**src/rtl/cwst_pkg.sv**
```systemverilog
package cwst_pkg;

   typedef struct packed {
      logic [7:0] in_char;
      logic       message_last;
   } req_type;

   typedef struct packed {
      logic [7:0] out_char;
      logic       char_valid;
      logic       run_last;
      logic       message_end;
   } rsp_type;

   // results of one input transaction: count is 0, 1 or 2
   typedef struct packed {
      logic [1:0] count;
      rsp_type    first;
      rsp_type    second;
   } dec_type;

   localparam logic [7:0] CHAR_HASH      = 8'h23;
   localparam logic [7:0] CHAR_SPACE     = 8'h20;
   localparam logic [7:0] CHAR_BACKSLASH = 8'h5C;
   localparam logic [7:0] CHAR_NUL       = 8'h00;
   localparam logic [7:0] CHAR_ZERO      = 8'h30;
   localparam logic [7:0] CHAR_NINE      = 8'h39;
   localparam logic [7:0] CHAR_UPPER_A   = 8'h41;
   localparam logic [7:0] CHAR_UPPER_F   = 8'h46;
   localparam logic [7:0] CHAR_UPPER_Z   = 8'h5A;
   localparam logic [7:0] CHAR_LOWER_A   = 8'h61;
   localparam logic [7:0] CHAR_LOWER_Z   = 8'h7A;

   localparam int QUEUE_DEPTH = 4;

   function automatic logic is_digit(input logic [7:0] c);
      return (c >= CHAR_ZERO) && (c <= CHAR_NINE);
   endfunction

   function automatic logic is_hex_digit(input logic [7:0] c);
      return is_digit(c) || ((c >= CHAR_UPPER_A) && (c <= CHAR_UPPER_F));
   endfunction

   function automatic logic is_letter(input logic [7:0] c);
      return ((c >= CHAR_UPPER_A) && (c <= CHAR_UPPER_Z)) ||
             ((c >= CHAR_LOWER_A) && (c <= CHAR_LOWER_Z));
   endfunction

endpackage

```
**src/rtl/control_word_space_trimmer_core.sv**
```systemverilog
// each accepted transaction's results are registered into the result queue; rsp_ shows the queue head
// throughput: one transaction per cycle while req_ready is high; a kept space adds one extra result on rsp_
// four-entry result queue, one result out per cycle while rsp_ready is high; req_ready low under two free entries
// reset: synchronous, active high; clears the scan mode to plain text and empties the queue
module control_word_space_trimmer_core (
   input  logic              clock,
   input  logic              reset,
   input  logic              req_valid,
   output logic              req_ready,
   input  cwst_pkg::req_type req_data,
   output logic              rsp_valid,
   input  logic              rsp_ready,
   output cwst_pkg::rsp_type rsp_data
);

   logic              accept;
   logic              space_ok;
   cwst_pkg::dec_type dec;

   assign req_ready = space_ok;
   assign accept    = req_valid & space_ok;

   cwst_decode u_decode (
      .clock  (clock),
      .reset  (reset),
      .accept (accept),
      .req    (req_data),
      .dec    (dec)
   );

   cwst_queue u_queue (
      .clock     (clock),
      .reset     (reset),
      .push      (accept),
      .dec       (dec),
      .space_ok  (space_ok),
      .rsp_valid (rsp_valid),
      .rsp_ready (rsp_ready),
      .rsp_data  (rsp_data)
   );

endmodule

```
**src/rtl/cwst_decode.sv**
```systemverilog
module cwst_decode (
   input  logic              clock,
   input  logic              reset,
   input  logic              accept,
   input  cwst_pkg::req_type req,
   output cwst_pkg::dec_type dec
);

   localparam logic [2:0] MODE_PLAIN   = 3'd0;
   localparam logic [2:0] MODE_NAME    = 3'd1;
   localparam logic [2:0] MODE_HEX     = 3'd2;
   localparam logic [2:0] MODE_DEC     = 3'd3;
   localparam logic [2:0] MODE_SP_NONE = 3'd4;
   localparam logic [2:0] MODE_SP_HEX  = 3'd5;
   localparam logic [2:0] MODE_SP_DEC  = 3'd6;

   logic [2:0] mode_ff;
   logic [2:0] mode_in;
   logic [2:0] mode_next;
   logic       keep_space;
   logic       emit_char;
   logic [7:0] c;
   logic       last;

   assign c    = req.in_char;
   assign last = req.message_last;

   always_comb begin
      keep_space = 1'b0;
      emit_char  = 1'b1;
      mode_next  = (c == cwst_pkg::CHAR_BACKSLASH) ? MODE_NAME : MODE_PLAIN;
      case (mode_ff)
         MODE_NAME: begin
            if (cwst_pkg::is_letter(c)) begin
               mode_next = MODE_NAME;
            end else if (c == cwst_pkg::CHAR_HASH) begin
               mode_next = MODE_HEX;
            end else if (cwst_pkg::is_digit(c)) begin
               mode_next = MODE_DEC;
            end else if (c == cwst_pkg::CHAR_SPACE) begin
               emit_char = 1'b0;
               mode_next = MODE_SP_NONE;
            end
         end
         MODE_HEX: begin
            if (cwst_pkg::is_hex_digit(c)) begin
               mode_next = MODE_HEX;
            end else if (c == cwst_pkg::CHAR_SPACE) begin
               emit_char = 1'b0;
               mode_next = MODE_SP_HEX;
            end
         end
         MODE_DEC: begin
            if (cwst_pkg::is_digit(c)) begin
               mode_next = MODE_DEC;
            end else if (c == cwst_pkg::CHAR_SPACE) begin
               emit_char = 1'b0;
               mode_next = MODE_SP_DEC;
            end
         end
         MODE_SP_NONE: begin
            keep_space = (c != cwst_pkg::CHAR_BACKSLASH) && (c != cwst_pkg::CHAR_NUL);
         end
         MODE_SP_HEX: begin
            keep_space = cwst_pkg::is_hex_digit(c);
         end
         MODE_SP_DEC: begin
            keep_space = cwst_pkg::is_digit(c);
         end
         default: begin
            keep_space = 1'b0;
         end
      endcase
      if (last) begin
         mode_next = MODE_PLAIN;
      end
   end

   always_comb begin
      dec.first.out_char     = keep_space ? cwst_pkg::CHAR_SPACE : (emit_char ? c : 8'h00);
      dec.first.char_valid   = keep_space | emit_char;
      dec.first.run_last     = ~keep_space;
      dec.first.message_end  = ~keep_space & last;
      dec.second.out_char    = c;
      dec.second.char_valid  = 1'b1;
      dec.second.run_last    = 1'b1;
      dec.second.message_end = last;
      if (keep_space) begin
         dec.count = 2'd2;
      end else if (emit_char || last) begin
         dec.count = 2'd1;
      end else begin
         dec.count = 2'd0;
      end
   end

   assign mode_in = accept ? mode_next : mode_ff;

   always_ff @(posedge clock) begin
      if (reset) begin
         mode_ff <= MODE_PLAIN;
      end else begin
         mode_ff <= mode_in;
      end
   end

   a_last_clears_mode: assert property (@(posedge clock) disable iff (reset)
      (accept && req.message_last) |=> (mode_ff == MODE_PLAIN))
      else $error("mode not cleared after message end");

   a_space_held_drops: assert property (@(posedge clock) disable iff (reset)
      (mode_next == MODE_SP_NONE || mode_next == MODE_SP_HEX || mode_next == MODE_SP_DEC)
      |-> (dec.count == 2'd0))
      else $error("held space produced a result");

endmodule

```
**src/rtl/cwst_queue.sv**
```systemverilog
module cwst_queue (
   input  logic              clock,
   input  logic              reset,
   input  logic              push,
   input  cwst_pkg::dec_type dec,
   output logic              space_ok,
   output logic              rsp_valid,
   input  logic              rsp_ready,
   output cwst_pkg::rsp_type rsp_data
);

   localparam int PTR_W = $clog2(cwst_pkg::QUEUE_DEPTH);
   localparam int CNT_W = $clog2(cwst_pkg::QUEUE_DEPTH + 1);

   cwst_pkg::rsp_type entry_ff [cwst_pkg::QUEUE_DEPTH];
   logic [PTR_W-1:0]  wr_ptr_ff;
   logic [PTR_W-1:0]  wr_ptr_in;
   logic [PTR_W-1:0]  rd_ptr_ff;
   logic [PTR_W-1:0]  rd_ptr_in;
   logic [CNT_W-1:0]  count_ff;
   logic [CNT_W-1:0]  count_in;
   logic [1:0]        n_push;
   logic              pop;

   assign n_push    = push ? dec.count : 2'd0;
   assign pop       = rsp_valid & rsp_ready;
   assign rsp_valid = (count_ff != '0);
   assign rsp_data  = entry_ff[rd_ptr_ff];
   assign space_ok  = (count_ff <= CNT_W'(cwst_pkg::QUEUE_DEPTH - 2));

   assign wr_ptr_in = wr_ptr_ff + PTR_W'(n_push);
   assign rd_ptr_in = rd_ptr_ff + PTR_W'(pop);
   assign count_in  = count_ff + CNT_W'(n_push) - CNT_W'(pop);

   always_ff @(posedge clock) begin
      if (n_push != 2'd0) begin
         entry_ff[wr_ptr_ff] <= dec.first;
      end
      if (n_push == 2'd2) begin
         entry_ff[wr_ptr_ff + PTR_W'(1)] <= dec.second;
      end
   end

   always_ff @(posedge clock) begin
      if (reset) begin
         wr_ptr_ff <= '0;
         rd_ptr_ff <= '0;
         count_ff  <= '0;
      end else begin
         wr_ptr_ff <= wr_ptr_in;
         rd_ptr_ff <= rd_ptr_in;
         count_ff  <= count_in;
      end
   end

   a_no_overflow: assert property (@(posedge clock) disable iff (reset)
      count_ff <= CNT_W'(cwst_pkg::QUEUE_DEPTH))
      else $error("result queue overflow");

   a_push_has_room: assert property (@(posedge clock) disable iff (reset)
      push |-> space_ok)
      else $error("transaction accepted without queue room");

   a_ptr_count_agree: assert property (@(posedge clock) disable iff (reset)
      (count_ff != CNT_W'(cwst_pkg::QUEUE_DEPTH)) |->
      (PTR_W'(wr_ptr_ff - rd_ptr_ff) == PTR_W'(count_ff)))
      else $error("queue pointers and count disagree");

endmodule
```
**config.mk**
```make
export PLATFORM = sky130hd
export DESIGN_NAME = control_word_space_trimmer_core
export DESIGN_NICKNAME = d
export VERILOG_FILES = /design/src/rtl/cwst_pkg.sv /design/src/rtl/control_word_space_trimmer_core.sv /design/src/rtl/cwst_decode.sv /design/src/rtl/cwst_queue.sv
export SDC_FILE = /design/constraint.sdc
export NUM_CORES = 1
export LEC_CHECK = 0
export BUFFER_PORTS_ARGS = -buffer_cell sky130_fd_sc_hd__buf_2
export CORE_MARGIN = 2
export CORE_UTILIZATION = 59
export DETAILED_ROUTE_END_ITERATION = 16
export GPL_TIMING_DRIVEN = 0
export PLACE_DENSITY = 0.84
export SLEW_MARGIN = 30
export SYNTH_ARGS = -nofsm -noshare
export SYNTH_HDL_FRONTEND = slang
export SYNTH_SLANG_ARGS = --single-unit
```
**constraint.sdc**
```tcl
create_clock -name clock -period 3.35 [get_ports clock]
set_input_delay 0.335 -clock clock [delete_from_list [all_inputs] [get_ports clock]]
set_output_delay 0.335 -clock clock [all_outputs]
set_load 0.01 [all_outputs]
```
==> out/qor.yml <==
min_path:
  hp-start: "req_data[1]"
  holdPathStages: 2
  hold_class: "in -> reg"
  holdPathEnd: "u_queue.entry_ff[1][3]"
setup_path:
  reg2regPathDepth: 11
  timing.rr.start: "u_decode.mode_ff[0]"
  crit_family: "compound AO/OA/AOI/OAI gates"
  slowest_delay_ns: 0.44
  worst-endpoint-required_ns: 3.55
  worstPathArrival_ns: 3.09
  cp.depth: 12
  path_cells: "buf_2 -> clkbuf_1 -> o21ai_0 -> nand3_1 -> a211oi_2 -> o21ai_1 -> ha_1 -> inv_1 -> fa_1 -> xor2_1 -> xnor2_1 -> nor2_1"
  worstSetupStartpointType: "primary input"
  crit_buf_inv: 3
  timing.rr.end: "u_queue.count_ff[2]"
  critPathSlowestCell: "a211oi_2"
  cp_max_fo: 10
  path_class: "in -> reg"
  end_kind: "flop"
  rrSetupSlack_ns: 0.49
flow_run:
  drv_cap: 0
synthesis:
  ys_async_sr_fraction: 0
  syn-cell-area_um2: 2910
  syn_nets: 284
  synth-edff-count: 36
  ys_warn_count: 0
  synth_cell_types: 56
  synth_seq_area_share: 0.496
  synth_cells: 265
  yosys_most_used_dff: "edfxtp_1"
  synth.avg_cell_area_um2: 11.0
  ys_ff_latch: 54
run_status:
  status: "finished, final reports clean"
cells_and_area:
  final_util: 0.682
  area_growth_pct: 10.8
  final_common_cell: "edfxtp_1"
  fin_cells: 365
  final_cell_area_um2: 3220
  insertedDiodeCount: 0
  final_net_count: 316
  drive_gt1_frac: 0.198
  mostFrequentLayoutCells: "36 x edfxtp_1, 24 x buf_2, 23 x nand2_1, 20 x nor2_1"
global_routing:
  grt_first_pass_wirelength_um: 10700
  overflow: 0
  grt_max_degree: 19
  antenna_found_initial: 0
  grt_usage: 0.264
  grt_pass1_vias: 2076
cts:
  cts_htree_levels: 2
  clock_sinks: 54
  post_cts_buffers: 0
  cts_buffer_depth: 2
  post_cts_resized: 0
  clock_latency_ns: 0.32
  cts-root-buf: "clkbuf_8"
  numCtsBuffers: 5
  cts_tree: "yes"
  clk_pin_slew_worst_paths_ns: 0.10
  hold_buffers: 0
timing:
  slew_violations: 0
  finalClockSkew_ns: 0.00713
  fin_crit_sh: 0.864
  rsz0062_at_grt: "no"
  post-route-min-period_ns: 2.89
  final-setup-viol-count: 0
  setup_tns_ns: 0
  fmax_mhz: 346
  tightest_slew_ns: 0.851
  hold_violations: 0
  slew_headroom: 0.432
floorplanning:
  die-area_um2: 5510
  coreArea_um2: 4720
  fp.dieH_um: 74.2
  num_io_pins: 26
  die_w_um: 74.2
  row_count: 25
  start_util: 0.616
power:
  power_per_cell_area_nw_per_um2: 626
  p_leak_nw: 1.11
  finalPower_w: 0.00202
  peakVddDrop_mv: 0.374
route:
  drt_iter0_markers: 282
  dr_total_vias: 2248
  drt_wl_total_um: 6560
  first_pass_iters: 5
  viasPerCell: 6.16
  wire_per_inst_um: 18.0
  drc: 0
  antenna_left: 0
placement:
  place_inst: 357
  place_congestion: 0.978
  placed_area_um2: 3130
  port_buffers: 24
  hpwl_um: 4780
==> metal layers <==
| metal | GRT usage | part of all wire | vias up |
|---|---|---|---|
| met3 | 0.0434 | 0.065 | 13 |
| li1 | - | - | 1048 |
| met1 | 0.369 | 0.43 | 1081 |
| met2 | 0.421 | 0.49 | 106 |
| met5 | 0 | 0 | - |
| met4 | 0.0990 | 0.020 | 0 |
==> cells by family (layout without fill, tap and decap cells) <==
group                      Yosys count  after routing  synth area share
buffers and inverters               25             58            0.0361
DFF                                 54             54             0.496
adders and majority gates            6              6            0.0284
and+or+nand+nor                    113            113             0.204
AOI/OAI and AO/OA                   48             48             0.123
muxes                               14             14            0.0972
xor gates and xnor gates             5              5            0.0151
==> power breakdown <==
part / leakage, nW / switching, W / total, W / internal (W)
registers: 0.444 / 0.0000573 / 0.000899 / 0.000841
logic: 0.622 / 0.000412 / 0.000739 / 0.000326
clock network: 0.0447 / 0.000227 / 0.000378 / 0.000151
total: 1.11 / 0.000697 / 0.00202 / 0.00132
==> cell usage after synthesis, types with 2 or more instances <==
cell	number	area share
nor4_1	2	0.0043
nand4_1	2	0.0043
and3_1	12	0.026
nand3_1	10	0.017
nand2b_1	3	0.0065
ha_1	5	0.022
a21oi_1	9	0.015
buf_1	3	0.0039
nand2_1	23	0.030
inv_1	10	0.013
nor2b_1	18	0.039
nor3_1	8	0.014
o22ai_1	3	0.0065
o32ai_1	2	0.0060
edfxtp_1	36	0.37
and2_1	2	0.0043
o2bb2ai_1	2	0.0060
o211ai_1	2	0.0052
a32o_1	2	0.0069
a22o_1	2	0.0060
mux4_2	11	0.085
dfxtp_1	18	0.12
o22a_1	2	0.0060
or3_1	2	0.0043
clkbuf_1	10	0.013
nor2_1	20	0.026
a211oi_2	2	0.0086
xnor2_1	4	0.012
a2bb2oi_1	2	0.0060
a31oi_1	3	0.0065
o21ai_0	9	0.015
nand4b_1	2	0.0060
==> per-stage QoR <==
| stage | hold WS [ns] | setup WS [ns] |
|---|---|---|
| 6_report | 0.369 | 0.456 |
| 3_3_place_gp | 0.445 | -0.154 |
| 2_1_floorplan | 0.434 | 0.543 |
| 5_1_grt | 0.375 | 0.118 |
| 3_5_place_dp | 0.457 | 0.105 |
| 4_1_cts | 0.369 | 0.439 |
==> flip-flops by register name, indices dropped and copies added (netlist names) <==
register           cells
u_decode.mode_ff       3
u_queue.count_ff       3
u_queue.wr_ptr_ff      2
u_queue.entry_ff      44
u_queue.rd_ptr_ff      2
==> layout make-up <==
cell class / count / area (µm²)
Buffer: 15 / 67.6
Inverter: 10 / 37.5
Timing Repair Buffer: 25 / 128
Multi-Input combinational cell: 186 / 1370
Fill cell: 347 / 1500
Clock buffer: 5 / 68.8
Tap cell: 67 / 83.8
Clock inverter: 3 / 25.0
Sequential cell: 54 / 1440
==> how the worst max path moves through the flow <==
| stage | end | slack, ns | from |
|---|---|---|---|
| final | u_queue.count_ff[2] | 0.46 | req_data[3] |
| after CTS | u_queue.count_ff[2] | 0.44 | req_data[3] |
| after detailed placement | u_queue.count_ff[2] | 0.11 | req_data[3] |
| after global routing | u_queue.count_ff[2] | 0.12 | req_data[3] |
| after floorplan | u_queue.entry_ff[3][0] | 0.54 | req_data[3] |
| after global placement | u_queue.entry_ff[3][5] | -0.15 | req_data[3] |
(Power assumes the default switching activity.)
